===== src/rtl/isoep_pkg.sv =====
// Shared types, constants and lookup functions for the ISO date-time parser.
`timescale 1ns / 1ps
package isoep_pkg;

    localparam logic [7:0]  MAX_FIELD_LEN   = 8'd255;
    localparam logic [3:0]  FRACTION_DIGITS = 4'd9;
    localparam logic [13:0] YEAR_MIN        = 14'd1677;
    localparam logic [13:0] YEAR_MAX        = 14'd2262;
    localparam logic [7:0]  TIME_LEN        = 8'd19;
    localparam logic [29:0] NS_PER_SEC      = 30'd1000000000;
    localparam logic [63:0] INVALID_NANOS   = 64'h8000_0000_0000_0000;

    localparam logic [7:0] CH_ZERO  = 8'h30;
    localparam logic [7:0] CH_DASH  = 8'h2d;
    localparam logic [7:0] CH_COLON = 8'h3a;
    localparam logic [7:0] CH_DOT   = 8'h2e;
    localparam logic [7:0] CH_SPACE = 8'h20;
    localparam logic [7:0] CH_T     = 8'h54;
    localparam logic [7:0] CH_UA    = 8'h41;
    localparam logic [7:0] CH_UP    = 8'h50;
    localparam logic [7:0] CH_UM    = 8'h4d;
    localparam logic [7:0] CH_LA    = 8'h61;
    localparam logic [7:0] CH_LP    = 8'h70;
    localparam logic [7:0] CH_LM    = 8'h6d;

    localparam logic [1:0] AMPM_NONE = 2'd0;
    localparam logic [1:0] AMPM_AM   = 2'd1;
    localparam logic [1:0] AMPM_PM   = 2'd2;

    typedef enum logic [1:0] {
        PH_DATE,
        PH_DOT,
        PH_FRAC,
        PH_SUFFIX
    } phase_t;

    typedef enum logic [2:0] {
        BK_IDLE,
        BK_DAYS,
        BK_TOT,
        BK_MUL,
        BK_SUM,
        BK_DONE
    } back_state_t;

    // running parse state of one field
    typedef struct packed {
        logic        still_ok;
        phase_t      phase;
        logic [13:0] year;
        logic [6:0]  month;
        logic [6:0]  day;
        logic [6:0]  hour;
        logic [6:0]  minute;
        logic [6:0]  second;
        logic [29:0] frac;
        logic [3:0]  frac_cnt;
        logic [7:0]  stop_pos;
        logic [7:0]  sb0;
        logic [7:0]  sb1;
        logic [7:0]  sb2;
        logic [7:0]  n;
    } parse_t;

    localparam parse_t PARSE_CLEAR = '{
        still_ok: 1'b1, phase: PH_DATE, year: '0, month: '0, day: '0, hour: '0,
        minute: '0, second: '0, frac: '0, frac_cnt: '0, stop_pos: '0,
        sb0: '0, sb1: '0, sb2: '0, n: '0};

    // classified request handed from front to back
    typedef struct packed {
        logic        ok;
        logic [13:0] year;
        logic [3:0]  month;
        logic [4:0]  day;
        logic [4:0]  hour;
        logic [5:0]  minute;
        logic [5:0]  second;
        logic [29:0] frac;
        logic [3:0]  frac_cnt;
        logic [7:0]  len;
    } job_t;

    function automatic logic [4:0] month_days(input logic [13:0] y, input logic [6:0] m);
        logic leap;
        leap = (y[1:0] == 2'd0) && !(y == 14'd1700 || y == 14'd1800 || y == 14'd1900 ||
                                     y == 14'd2100 || y == 14'd2200);
        unique case (m)
            7'd2:                      month_days = leap ? 5'd29 : 5'd28;
            7'd4, 7'd6, 7'd9, 7'd11:  month_days = 5'd30;
            default:                   month_days = 5'd31;
        endcase
    endfunction

    // day of a March-based year on which month m starts
    function automatic logic [8:0] month_doy(input logic [3:0] m);
        unique case (m)
            4'd3:    month_doy = 9'd0;
            4'd4:    month_doy = 9'd31;
            4'd5:    month_doy = 9'd61;
            4'd6:    month_doy = 9'd92;
            4'd7:    month_doy = 9'd122;
            4'd8:    month_doy = 9'd153;
            4'd9:    month_doy = 9'd184;
            4'd10:   month_doy = 9'd214;
            4'd11:   month_doy = 9'd245;
            4'd12:   month_doy = 9'd275;
            4'd1:    month_doy = 9'd306;
            4'd2:    month_doy = 9'd337;
            default: month_doy = 9'd0;
        endcase
    endfunction

    function automatic logic [29:0] frac_scale(input logic [3:0] cnt);
        unique case (cnt)
            4'd0:    frac_scale = 30'd1000000000;
            4'd1:    frac_scale = 30'd100000000;
            4'd2:    frac_scale = 30'd10000000;
            4'd3:    frac_scale = 30'd1000000;
            4'd4:    frac_scale = 30'd100000;
            4'd5:    frac_scale = 30'd10000;
            4'd6:    frac_scale = 30'd1000;
            4'd7:    frac_scale = 30'd100;
            4'd8:    frac_scale = 30'd10;
            default: frac_scale = 30'd1;
        endcase
    endfunction

    function automatic logic [1:0] ampm_kind(input logic [7:0] a, input logic [7:0] b);
        if ((a == CH_UA && b == CH_UM) || (a == CH_LA && b == CH_LM))
            ampm_kind = AMPM_AM;
        else if ((a == CH_UP && b == CH_UM) || (a == CH_LP && b == CH_LM))
            ampm_kind = AMPM_PM;
        else
            ampm_kind = AMPM_NONE;
    endfunction

endpackage


===== src/rtl/iso_datetime_to_epoch_nanos.sv =====
// Top level: streaming ISO date-time text to epoch nanoseconds.
//   channel | direction | handshake            | payload
//   input   | in        | in_valid / in_ready  | char_code, field_end
//   result  | out       | out_valid / out_ready| valid_res, epoch_nanos, consumed_len
// The front takes one byte per cycle while in_ready is high; a field closes on its field_end byte.
// Each closed field passes through the back-end steps (day count, seconds total,
// 35x31 multiply, sum, hand-off), one field at a time.
// A two-entry queue lets the front keep parsing while the back end works or the
// result waits; in_ready drops only when a closed field finds the queue full.
// Reset clears all control state at once; there is no clearing pass.
`timescale 1ns / 1ps
module iso_datetime_to_epoch_nanos
    import isoep_pkg::*;
(
    input  logic               clk,
    input  logic               rst_n,
    input  logic               in_valid,
    output logic               in_ready,
    input  logic [7:0]         char_code,
    input  logic               field_end,
    output logic               out_valid,
    input  logic               out_ready,
    output logic               valid_res,
    output logic signed [63:0] epoch_nanos,
    output logic [7:0]         consumed_len
);

    logic f_valid, f_ready;
    job_t f_job;
    logic b_valid, b_ready;
    job_t b_job;

    isoep_front u_front (
        .clk       (clk),
        .rst_n     (rst_n),
        .in_valid  (in_valid),
        .in_ready  (in_ready),
        .char_code (char_code),
        .field_end (field_end),
        .job_valid (f_valid),
        .job_ready (f_ready),
        .job       (f_job)
    );

    isoep_fifo u_fifo (
        .clk        (clk),
        .rst_n      (rst_n),
        .push_valid (f_valid),
        .push_ready (f_ready),
        .push_data  (f_job),
        .pop_valid  (b_valid),
        .pop_ready  (b_ready),
        .pop_data   (b_job)
    );

    isoep_back u_back (
        .clk          (clk),
        .rst_n        (rst_n),
        .job_valid    (b_valid),
        .job_ready    (b_ready),
        .job          (b_job),
        .out_valid    (out_valid),
        .out_ready    (out_ready),
        .valid_res    (valid_res),
        .epoch_nanos  (epoch_nanos),
        .consumed_len (consumed_len)
    );

endmodule


===== src/rtl/isoep_front.sv =====
// Byte-serial parser front end: tracks fields and classifies each closed field.
`timescale 1ns / 1ps
module isoep_front
    import isoep_pkg::*;
(
    input  logic       clk,
    input  logic       rst_n,
    input  logic       in_valid,
    output logic       in_ready,
    input  logic [7:0] char_code,
    input  logic       field_end,
    output logic       job_valid,
    input  logic       job_ready,
    output job_t       job
);

    parse_t state_reg, state_next;
    parse_t closed_reg;
    logic   closed_v_reg;
    logic   accept;

    logic [7:0] p;
    logic [7:0] d;
    logic       is_dig;
    logic [7:0] idx;

    assign in_ready  = !closed_v_reg || job_ready;
    assign accept    = in_valid && in_ready;
    assign job_valid = closed_v_reg;

    always_comb
    begin
        state_next = state_reg;
        p      = state_reg.n;
        d      = char_code - CH_ZERO;
        is_dig = d < 8'd10;
        idx    = p - state_reg.stop_pos;
        if (p < MAX_FIELD_LEN)
        begin
            state_next.n = p + 8'd1;
            unique case (state_reg.phase)
                PH_DATE:
                begin
                    priority if (p <= 8'd3)
                    begin
                        if (is_dig) state_next.year = 14'(state_reg.year * 14'd10 + 14'(d));
                        else state_next.still_ok = 1'b0;
                    end
                    else if (p == 8'd4 || p == 8'd7)
                    begin
                        if (char_code != CH_DASH) state_next.still_ok = 1'b0;
                    end
                    else if (p <= 8'd6)
                    begin
                        if (is_dig) state_next.month = 7'(state_reg.month * 7'd10 + 7'(d));
                        else state_next.still_ok = 1'b0;
                    end
                    else if (p <= 8'd9)
                    begin
                        if (is_dig) state_next.day = 7'(state_reg.day * 7'd10 + 7'(d));
                        else state_next.still_ok = 1'b0;
                    end
                    else if (p == 8'd10)
                    begin
                        if (char_code != CH_T && char_code != CH_SPACE)
                            state_next.still_ok = 1'b0;
                    end
                    else if (p <= 8'd12)
                    begin
                        if (is_dig) state_next.hour = 7'(state_reg.hour * 7'd10 + 7'(d));
                        else state_next.still_ok = 1'b0;
                    end
                    else if (p == 8'd13 || p == 8'd16)
                    begin
                        if (char_code != CH_COLON) state_next.still_ok = 1'b0;
                    end
                    else if (p <= 8'd15)
                    begin
                        if (is_dig) state_next.minute = 7'(state_reg.minute * 7'd10 + 7'(d));
                        else state_next.still_ok = 1'b0;
                    end
                    else
                    begin
                        if (is_dig) state_next.second = 7'(state_reg.second * 7'd10 + 7'(d));
                        else state_next.still_ok = 1'b0;
                    end
                    if (p >= 8'd18) state_next.phase = PH_DOT;
                end
                PH_DOT:
                begin
                    if (char_code == CH_DOT)
                        state_next.phase = PH_FRAC;
                    else
                    begin
                        state_next.stop_pos = p;
                        state_next.phase    = PH_SUFFIX;
                        state_next.sb0      = char_code;
                    end
                end
                PH_FRAC:
                begin
                    if (is_dig)
                    begin
                        if (state_reg.frac_cnt < FRACTION_DIGITS)
                        begin
                            state_next.frac     = 30'(state_reg.frac * 30'd10 + 30'(d));
                            state_next.frac_cnt = state_reg.frac_cnt + 4'd1;
                        end
                    end
                    else
                    begin
                        state_next.stop_pos = p;
                        state_next.phase    = PH_SUFFIX;
                        state_next.sb0      = char_code;
                    end
                end
                PH_SUFFIX:
                begin
                    if (idx == 8'd0) state_next.sb0 = char_code;
                    else if (idx == 8'd1) state_next.sb1 = char_code;
                    else if (idx == 8'd2) state_next.sb2 = char_code;
                end
                default: state_next = state_reg;
            endcase
        end
    end

    always_ff @(posedge clk or negedge rst_n)
    begin
        if (!rst_n)
        begin
            state_reg    <= PARSE_CLEAR;
            closed_v_reg <= 1'b0;
        end
        else
        begin
            if (accept)
                state_reg <= field_end ? PARSE_CLEAR : state_next;
            if (accept && field_end)
                closed_v_reg <= 1'b1;
            else if (job_ready)
                closed_v_reg <= 1'b0;
        end
    end

    always_ff @(posedge clk)
    begin
        if (accept && field_end)
            closed_reg <= state_next;
    end

    // classification of the closed field
    logic       ok0;
    logic [7:0] t;
    logic [7:0] r;
    logic [1:0] kind;
    logic [7:0] take;
    logic [4:0] hours;
    logic       hour_12;

    always_comb
    begin
        ok0 = closed_reg.still_ok && closed_reg.phase != PH_DATE &&
              closed_reg.year >= YEAR_MIN && closed_reg.year <= YEAR_MAX &&
              closed_reg.month >= 7'd1 && closed_reg.month <= 7'd12 &&
              closed_reg.day >= 7'd1 &&
              closed_reg.day <= {2'b0, month_days(closed_reg.year, closed_reg.month)} &&
              closed_reg.hour < 7'd24 && closed_reg.minute < 7'd60 &&
              closed_reg.second < 7'd60;
        unique case (closed_reg.phase)
            PH_DOT:  t = TIME_LEN;
            PH_FRAC: t = closed_reg.n;
            default: t = closed_reg.stop_pos;
        endcase
        r = closed_reg.n - t;
        kind = AMPM_NONE;
        take = 8'd0;
        if (r >= 8'd3 && closed_reg.sb0 == CH_SPACE)
        begin
            kind = ampm_kind(closed_reg.sb1, closed_reg.sb2);
            take = 8'd3;
        end
        else if (r >= 8'd2)
        begin
            kind = ampm_kind(closed_reg.sb0, closed_reg.sb1);
            take = 8'd2;
        end
        hours   = closed_reg.hour[4:0];
        hour_12 = closed_reg.hour >= 7'd1 && closed_reg.hour <= 7'd12;
        if (kind == AMPM_AM && hours == 5'd12) hours = 5'd0;
        if (kind == AMPM_PM && hours < 5'd12) hours = hours + 5'd12;

        job.ok       = ok0 && (kind == AMPM_NONE || hour_12);
        job.year     = closed_reg.year;
        job.month    = closed_reg.month[3:0];
        job.day      = closed_reg.day[4:0];
        job.hour     = hours;
        job.minute   = closed_reg.minute[5:0];
        job.second   = closed_reg.second[5:0];
        job.frac     = (closed_reg.phase == PH_DOT) ? 30'd0 : closed_reg.frac;
        job.frac_cnt = closed_reg.frac_cnt;
        job.len      = (kind == AMPM_NONE) ? t : t + take;
    end

endmodule


===== src/rtl/isoep_fifo.sv =====
// Two-entry request queue between parser front and arithmetic back end.
`timescale 1ns / 1ps
module isoep_fifo
    import isoep_pkg::*;
(
    input  logic clk,
    input  logic rst_n,
    input  logic push_valid,
    output logic push_ready,
    input  job_t push_data,
    output logic pop_valid,
    input  logic pop_ready,
    output job_t pop_data
);

    job_t       mem_reg [2];
    logic       wr_ptr_reg;
    logic       rd_ptr_reg;
    logic [1:0] count_reg;
    logic       do_push;
    logic       do_pop;

    assign push_ready = count_reg != 2'd2;
    assign pop_valid  = count_reg != 2'd0;
    assign pop_data   = mem_reg[rd_ptr_reg];
    assign do_push    = push_valid && push_ready;
    assign do_pop     = pop_valid && pop_ready;

    always_ff @(posedge clk or negedge rst_n)
    begin
        if (!rst_n)
        begin
            wr_ptr_reg <= 1'b0;
            rd_ptr_reg <= 1'b0;
            count_reg  <= 2'd0;
        end
        else
        begin
            if (do_push) wr_ptr_reg <= !wr_ptr_reg;
            if (do_pop) rd_ptr_reg <= !rd_ptr_reg;
            if (do_push && !do_pop) count_reg <= count_reg + 2'd1;
            else if (do_pop && !do_push) count_reg <= count_reg - 2'd1;
        end
    end

    always_ff @(posedge clk)
    begin
        if (do_push)
            mem_reg[wr_ptr_reg] <= push_data;
    end

endmodule


===== src/rtl/isoep_back.sv =====
// Back end: converts a classified date-time into epoch nanoseconds over several steps.
`timescale 1ns / 1ps
module isoep_back
    import isoep_pkg::*;
(
    input  logic               clk,
    input  logic               rst_n,
    input  logic               job_valid,
    output logic               job_ready,
    input  job_t               job,
    output logic               out_valid,
    input  logic               out_ready,
    output logic               valid_res,
    output logic signed [63:0] epoch_nanos,
    output logic [7:0]         consumed_len
);

    back_state_t state_reg, state_next;
    job_t        job_reg;

    logic signed [17:0] days_reg;
    logic [16:0]        secs_reg;
    logic [29:0]        fracs_reg;
    logic signed [34:0] tot_reg;
    logic [63:0]        prod_reg;
    logic               out_valid_reg;
    logic               valid_res_reg;
    logic [63:0]        epoch_reg;
    logic [7:0]         len_reg;

    logic               load;
    logic               set_out;
    logic               clr_out;

    // civil day count, valid for years 1676..2262 after the March shift
    logic [13:0] yy;
    logic        era5;
    logic [8:0]  yoe;
    logic [1:0]  cent;
    logic [20:0] base;
    logic [16:0] secs_c;
    logic [59:0] fracs_full;
    logic signed [35:0] tot_full;
    logic signed [65:0] prod_full;

    always_comb
    begin
        yy   = job_reg.year - ((job_reg.month <= 4'd2) ? 14'd1 : 14'd0);
        era5 = yy >= 14'd2000;
        yoe  = 9'(yy - (era5 ? 14'd2000 : 14'd1600));
        if (yoe >= 9'd300) cent = 2'd3;
        else if (yoe >= 9'd200) cent = 2'd2;
        else if (yoe >= 9'd100) cent = 2'd1;
        else cent = 2'd0;
        base = (era5 ? 21'd730485 : 21'd584388) + 21'(yoe) * 21'd365 + 21'(yoe[8:2])
             - 21'(cent) + 21'(month_doy(job_reg.month)) + 21'(job_reg.day) - 21'd1;
        secs_c = 17'(job_reg.hour) * 17'd3600 + 17'(job_reg.minute) * 17'd60
               + 17'(job_reg.second);
        fracs_full = job_reg.frac * frac_scale(job_reg.frac_cnt);
        tot_full   = days_reg * 18'sd86400 + $signed({1'b0, secs_reg});
        prod_full  = tot_reg * $signed({1'b0, NS_PER_SEC});
    end

    always_comb
    begin
        state_next = state_reg;
        load       = 1'b0;
        set_out    = 1'b0;
        clr_out    = 1'b0;
        unique case (state_reg)
            BK_IDLE:
            begin
                if (job_valid)
                begin
                    load       = 1'b1;
                    state_next = BK_DAYS;
                end
            end
            BK_DAYS: state_next = BK_TOT;
            BK_TOT:  state_next = BK_MUL;
            BK_MUL:  state_next = BK_SUM;
            BK_SUM:
            begin
                set_out    = 1'b1;
                state_next = BK_DONE;
            end
            BK_DONE:
            begin
                if (out_ready)
                begin
                    clr_out    = 1'b1;
                    state_next = BK_IDLE;
                end
            end
            default: state_next = BK_IDLE;
        endcase
    end

    assign job_ready = state_reg == BK_IDLE;

    always_ff @(posedge clk or negedge rst_n)
    begin
        if (!rst_n)
        begin
            state_reg     <= BK_IDLE;
            out_valid_reg <= 1'b0;
        end
        else
        begin
            state_reg <= state_next;
            if (set_out) out_valid_reg <= 1'b1;
            else if (clr_out) out_valid_reg <= 1'b0;
        end
    end

    always_ff @(posedge clk)
    begin
        if (load) job_reg <= job;
        if (state_reg == BK_DAYS)
        begin
            // true day count fits 18 signed bits; the subtraction wraps into it
            days_reg  <= $signed(18'(base - 21'd719468));
            secs_reg  <= secs_c;
            fracs_reg <= fracs_full[29:0];
        end
        if (state_reg == BK_TOT) tot_reg <= tot_full[34:0];
        if (state_reg == BK_MUL) prod_reg <= prod_full[63:0];
        if (set_out)
        begin
            valid_res_reg <= job_reg.ok;
            epoch_reg     <= job_reg.ok ? prod_reg + {34'd0, fracs_reg} : INVALID_NANOS;
            len_reg       <= job_reg.ok ? job_reg.len : 8'd0;
        end
    end

    assign out_valid    = out_valid_reg;
    assign valid_res    = valid_res_reg;
    assign epoch_nanos  = $signed(epoch_reg);
    assign consumed_len = len_reg;

endmodule


===== config.mk =====
export PLATFORM = sky130hd
export DESIGN_NAME = iso_datetime_to_epoch_nanos
export DESIGN_NICKNAME = d
export VERILOG_FILES = /design/src/rtl/isoep_pkg.sv /design/src/rtl/iso_datetime_to_epoch_nanos.sv /design/src/rtl/isoep_front.sv /design/src/rtl/isoep_fifo.sv /design/src/rtl/isoep_back.sv
export SDC_FILE = /design/constraint.sdc
export NUM_CORES = 2
export LEC_CHECK = 0
export BUFFER_PORTS_ARGS = -buffer_cell sky130_fd_sc_hd__buf_2
export CORE_ASPECT_RATIO = 2
export CORE_UTILIZATION = 40
export DETAILED_ROUTE_END_ITERATION = 6
export PLACE_DENSITY = 0.54
export RECOVER_POWER = 100
export SYNTH_ARGS = -nofsm -noshare
export SYNTH_HDL_FRONTEND = slang
export SYNTH_SLANG_ARGS = --single-unit

===== constraint.sdc =====
create_clock -name clk -period 23.5 [get_ports clk]
set_input_delay 3.525 -clock clk [delete_from_list [all_inputs] [get_ports clk]]
set_output_delay 3.525 -clock clk [all_outputs]
set_load 0.01 [all_outputs]

# ---- After elaboration in Yosys (flattened, before gate mapping)
# Memories as Yosys holds them, arrays and structs flattened. A register that Yosys moved wholly into a read port is not among the register bits.
# Index checks and enable logic that the tools add are counted.
dict set report word_totals {
  inputBits 13
  out_inout_bits 75
  ff_bits 489
  n_memories 3
  romBits 624
  ramBits 166
}
# name words word_bits read_ports rd_clocked_by_memory_dff wr line
set mem_list {}
lappend mem_list {{(no name shown)} 16 30 1 0 0 isoep_pkg.sv:115} ;# unique case (cnt)
lappend mem_list {u_fifo.mem_reg 2 83 1 1 1 isoep_fifo.sv:16} ;# job_t mem_reg [2];
lappend mem_list {{(no name shown)} 16 9 1 0 0 isoep_pkg.sv:97} ;# unique case (m)
dict set report op_classes {
  eq_ne 51
  n_lt_le_gt_ge 28
  multipliers 13
  n_addsub 29
  reduce_logical 61
  muxes 88
}
# op n
set op_table {}
lappend op_table {{$mux 126} 2}
lappend op_table {{$mux 34} 3}
lappend op_table {{$eq 8x7->1 const B} 12}
lappend op_table {{$mux 35} 2}
lappend op_table {{$mux 7} 10}
lappend op_table {{$add 64x30->64} 1}
lappend op_table {{$mux 16} 4}
lappend op_table {{$mux 14} 4}
lappend op_table {{$mul 35x22->55 const B} 1}
lappend op_table {{$mux 49} 1}
lappend op_table {{$mux 8} 6}
lappend op_table {{$eq 14x11->1 const B} 3}
lappend op_table {{$mux 21} 2}
lappend op_table {{$add 35x18->35} 1}
lappend op_table {{$add 7x7->7} 5}
lappend op_table {{$mul 7x3->6 const B} 5}
lappend op_table {{$pmux 8 s2} 2}
lappend op_table {{$logic_and 1x1->1} 31}
lappend op_table {{$add 30x8->30} 1}
lappend op_table {{$mul 30x3->29 const B} 1}
lappend op_table {{$mul 30x30->30} 1}
lappend op_table {{$mux 30} 1}
lappend op_table {{$eq 14x12->1 const B} 2}
lappend op_table {{$ge 14x11->1 const B} 2}
lappend op_table {{other kinds (82)} 167}

# ---- Logic depth before layout (Yosys ltp)
dict set report logic_depth {
  word_depth 15
  ltp_mapped 39
  mapped_depth_nobuf 38
}

# ---- Modules after synthesis
# Synthesis repeated with hierarchy kept, for this count alone.
dict set report hier_totals {
  hier_cells 6922
  hier_area_um2 74472.7
}
# mod cells_each area_each_um2 seq_area_each_um2 n_inst
set by_module_without_submodules {}
lappend by_module_without_submodules {isoep_back 4811 49874.1 10079.7 1}
lappend by_module_without_submodules {isoep_front 1835 18171.2 6962.9 1}
lappend by_module_without_submodules {isoep_fifo 276 6427.4 5084.9 1}

# ---- Worst setup path before layout
# No wires, ideal clock.
dict set report synth_timing {
  path_kind {register to register}
  start {register u_back.job_reg[67] (netlist name)}
  end {register u_back.days_reg[16], data pin}
  arrival_time_ps 8507
  path_stages_with_launch 37
  path_buffers 2
  setup_slack_ps 14735
  path_cell_list {edfxtp_1 > clkbuf_1 > nor2_1 > a21boi_0 > ha_1 > nand2b_1 > or3b_1 > clkbuf_1 > nor3b_1 > a21o_1 > a21oi_1 > a2111oi_2 > nor3_4 > inv_1 > ha_1 > ha_1 > xor2_1 > inv_1 > fa_1 > inv_1 > fa_1 > fa_1 > fa_1 > fa_1 > inv_1 > fa_1 > inv_1 > ha_1 > a21oi_1 > o21bai_1 > a21oi_1 > o21bai_1 > a21oi_1 > o211ai_1 > a31o_2 > a21oi_1 > xnor2_1}
}
dict set report synth_between {
  elab_chain_len 15
}
# element line
set synth_lines {}
lappend synth_lines {{branches (longest 11 deep; another with $mul 9x9->18)} --}
lappend synth_lines {{$add 18x9->18 *} isoep_back.sv:56} ;# - 21'(cent) + 21'(month_doy(job_reg.month)) + 21'(job_reg.day) - 21'd1;
lappend synth_lines {{$add 18x5->18 *} isoep_back.sv:56}
lappend synth_lines {{$sub 18x1->18 *} isoep_back.sv:56}
lappend synth_lines {{$sub 18x18->18 *} isoep_back.sv:122} ;# days_reg <= $signed(18'(base - 21'd719468));
lappend synth_lines {{end signal: assignment} isoep_back.sv:122}
lappend synth_lines {{end: declaration} isoep_back.sv:21} ;# logic signed [17:0] days_reg;
# Mark *: on every way between the ends.
# A chain may end at the register's enable or synchronous reset.

# ---- Final worst setup path
dict set report layout_timing {
  start {register u_back.job_reg[8] (netlist name)}
  end {register u_back.fracs_reg[29], data pin}
}
dict set report layout_between {
  elab_chain_len 2
}
# element line
set layout_lines {}
lappend layout_lines {{$mem_v2 16x30} --}
lappend layout_lines {{$mul 30x30->30} isoep_back.sv:59} ;# fracs_full = job_reg.frac * frac_scale(job_reg.frac_cnt);
lappend layout_lines {{net u_back.fracs_full[29]} isoep_back.sv:42} ;# logic [59:0] fracs_full;
lappend layout_lines {{end signal: assignment} isoep_back.sv:124} ;# fracs_reg <= fracs_full[29:0];
lappend layout_lines {{end: declaration} isoep_back.sv:23} ;# logic [29:0] fracs_reg;
# The timed path passes the listed nets, and every way through them passes these cells.

==> run metrics <==
Post-synth EDFFs 603; Port Buffer Count 87; Layout Utilization 43.2%; Syn Area/Cell 10.9 sq um; CTS Buf Count 74; final hold vios 0; initial DRC count 2059; Post-Synth Adder-Cell Area roughly 38%; top post-synthesis cells by area edfxtp_1, fa_1, ha_1; vias in the first global route roughly 52000; largest net degree at the start of global routing 76; Clock Latency Late Sink between 600 and 700 ps; failing checks capacitance limit, slew limit; dpl cells 8910; Gate Count Post-Synth 6609; die area 0.182 sq mm; vias per cell between 5 and 6; Commonest cells post-synth inv_1, fa_1, ha_1; core area 0.179 sq mm; fin crit period 10920 ps; RSZ-0062 raised after global routing false; sequential fraction of the synthesis area 29.8%; Synth Flop Type edfxtp_1; first-pass GRT wire length 296 mm; Slew HR -207%; WL per Instance between 20 and 25 um; post-synth top area share 25.1%; hold path cells 0; cts repair resizes 0; CTS tree done; Finished Cell Area 0.0776 sq mm; Tightest Hold Check Type reg -> reg; # hold bufs at CTS 0; multiplexer share of the synthesized area 2.40%; Worst-Margin Slew 4600 ps; DR vias 47267; flip-flop and latch count after synthesis 738; largest family of logic cells by synthesized area adder cells; achievable frequency 0.0916 GHz; # rows 220; delay-heaviest family, CP adder cells; die width between 300 and 400 um; number of flip-flops in the largest register 166; Max clock buf depth 3; placed cell area roughly 0.075 sq mm; Yosys cell types 103; CTS H-tree depth 3; critical path class reg -> reg; Post-Synth Simple-Gate Area roughly a tenth; final WL 191 mm; Detailed Place HPWL between 150 and 200 mm; Yosys Warn Count 0; initial antenna violation count 1; Tcrit/Tclk final 46.5%; r2r startpoint u_back.job_reg[8]$_DFFE_PP_; Compound-Gate Fraction of Synth Area 8.95%; Sink Count 738; GRT Overall Usage roughly a fifth; Buf/Inv on CP 6; slowest library cell on the worst path clkbuf_1; Required @ worst endpoint approximately 24000 ps; IO Count 88; CTS Root Cell clkbuf_16; Crit path top cell by count fa_1; fin nets 8310; setup TNS 0 ps; Async S/R FF share, synth 18.3%; router iterations before antenna repair 5; max-cap viol count 23; Mapped Area 0.0722 sq mm; Clock transition at path regs 80 ps; worst-path maximum fanout 30; fraction of layout instances using a drive strength above 1 4.90%; initial core utilization 40.2%; Net Count, Synth 8264; worst reg-to-reg path cell count 28; outcome complete, but fails checks; worst reg-to-reg setup slack 12580 ps; Final setup viols 0; Min-Delay Startpoint u_back.secs_reg[4]$_DFFE_PP_; Critical Path Max Stage Delay around 1200 ps; # Post-CTS Setup Buffers 0; fin cells 9050; Final ANT Viol Nets 0; Remaining DRCs 0; area delta synth->final 7.51%; XOR/XNOR Fraction of Synth Area under 10%; die height 603 um; count leader, synth inv_1; Placer Congestion 1.00; Pins Over Slew Limit 1093; grt total ovfl 0; Clock Skews 33.7 ps; Setup crit start kind flop; leading area contributor after synthesis edfxtp_1; crit end category flop; CP arrival 11310 ps; Worst Hold Path EP u_back.tot_reg[4]$_DFFE_PP_; worst reg2reg path endpoint u_back.fracs_reg[29]$_DFFE_PP_
## worst register-to-register path, delay by kind of cell (launching register included)
kind,cells,cell delay (ps)
adder cells (fa/ha/maj),10,4730
XOR/XNOR,1,140
AO/OA/AOI/OAI,6,1730
buffers and inverters,6,2460
flip-flops,1,590
AND/OR/NAND/NOR,5,1020
## cells in the final DEF, fill, tap and decap left out, types with 22 or more instances in the layout
| cell | count |
|---|---|
| clkbuf_1 | 121 |
| o21bai_1 | 36 |
| ha_1 | 767 |
| nor2b_1 | 68 |
| a22o_1 | 110 |
| nand2_1 | 502 |
| or3_1 | 24 |
| edfxtp_1 | 603 |
| o31ai_1 | 34 |
| nand3_1 | 82 |
| xnor2_1 | 273 |
| nor4_1 | 22 |
| xor2_1 | 104 |
| nand4_1 | 25 |
| o21ai_0 | 168 |
| a211oi_1 | 39 |
| o21a_1 | 38 |
| and2_1 | 151 |
| inv_1 | 1178 |
| and2_0 | 25 |
| dfrtp_1 | 134 |
| or4_1 | 23 |
| mux2_1 | 38 |
| fa_1 | 875 |
| clkbuf_16 | 75 |
| mux2_2 | 99 |
| and3_1 | 56 |
| nand2b_1 | 30 |
| nor2_1 | 208 |
| buf_4 | 38 |
| a21o_1 | 100 |
| nor3_1 | 63 |
| a31oi_1 | 25 |
| a21oi_1 | 228 |
## area by class of cell
type                            instances  area (sq um)
Clock inverter                         40           434
Timing Repair Buffer                  151           719
Clock buffer                           98          2030
Antenna cell                            2          5.00
Tap cell                             2331          2920
Sequential cell                       738         21500
Multi-Input combinational cell       4507         45600
Fill cell                           17108        102000
Inverter                             1183          4440
## worst max-delay path by stage
stage | from | endpoint | slack [ps] | cells after the start
2_1_floorplan | u_back.job_reg[67]$_DFFE_PP_ | u_back.days_reg[16]$_DFFE_PP_ | 14740 | 36
3_3_place_gp | u_back.job_reg[67]$_DFFE_PP_ | u_back.days_reg[16]$_DFFE_PP_ | 13800 | 33
3_5_place_dp | u_back.job_reg[64]$_DFFE_PP_ | u_back.days_reg[16]$_DFFE_PP_ | 13740 | 34
4_1_cts | u_back.job_reg[64]$_DFFE_PP_ | u_back.days_reg[16]$_DFFE_PP_ | 13730 | 34
5_1_grt | u_back.job_reg[8]$_DFFE_PP_ | u_back.fracs_reg[29]$_DFFE_PP_ | 12080 | 28
6_report | u_back.job_reg[8]$_DFFE_PP_ | u_back.fracs_reg[29]$_DFFE_PP_ | 12580 | 28
## metal layers
layer  vias to the layer above  track usage (%)  routed length (um)
met4                         0             13.2               13900
met2                       893             43.0              109000
li1                      22115                -                   -
met1                     23827             20.2               63400
met3                       432             1.71                4820
met5                         -                0                   0
## through the flow
step | setup WS (ps) | hold WS, ps
detailed placement | 13740 | 405
floorplan | 14740 | 400
global route | 12080 | 417
finish | 12580 | 410
CTS | 13730 | 414
global placement | 13800 | 401
## kinds of logic (layout without fill, tap and decap cells)
kind of cell,after synthesis,after routing
AND/OR/NAND/NOR,1381,1381
multiplexers,153,153
XOR/XNOR,380,380
flip-flops,738,738
AO/OA/AOI/OAI,951,951
other,0,2
adder cells (fa/ha/maj),1642,1642
buffers and inverters,1364,1472
Power is left out: the tool's default activity adds up to more than one toggle a clock period on the data nets, which glitch-free logic cannot reach.
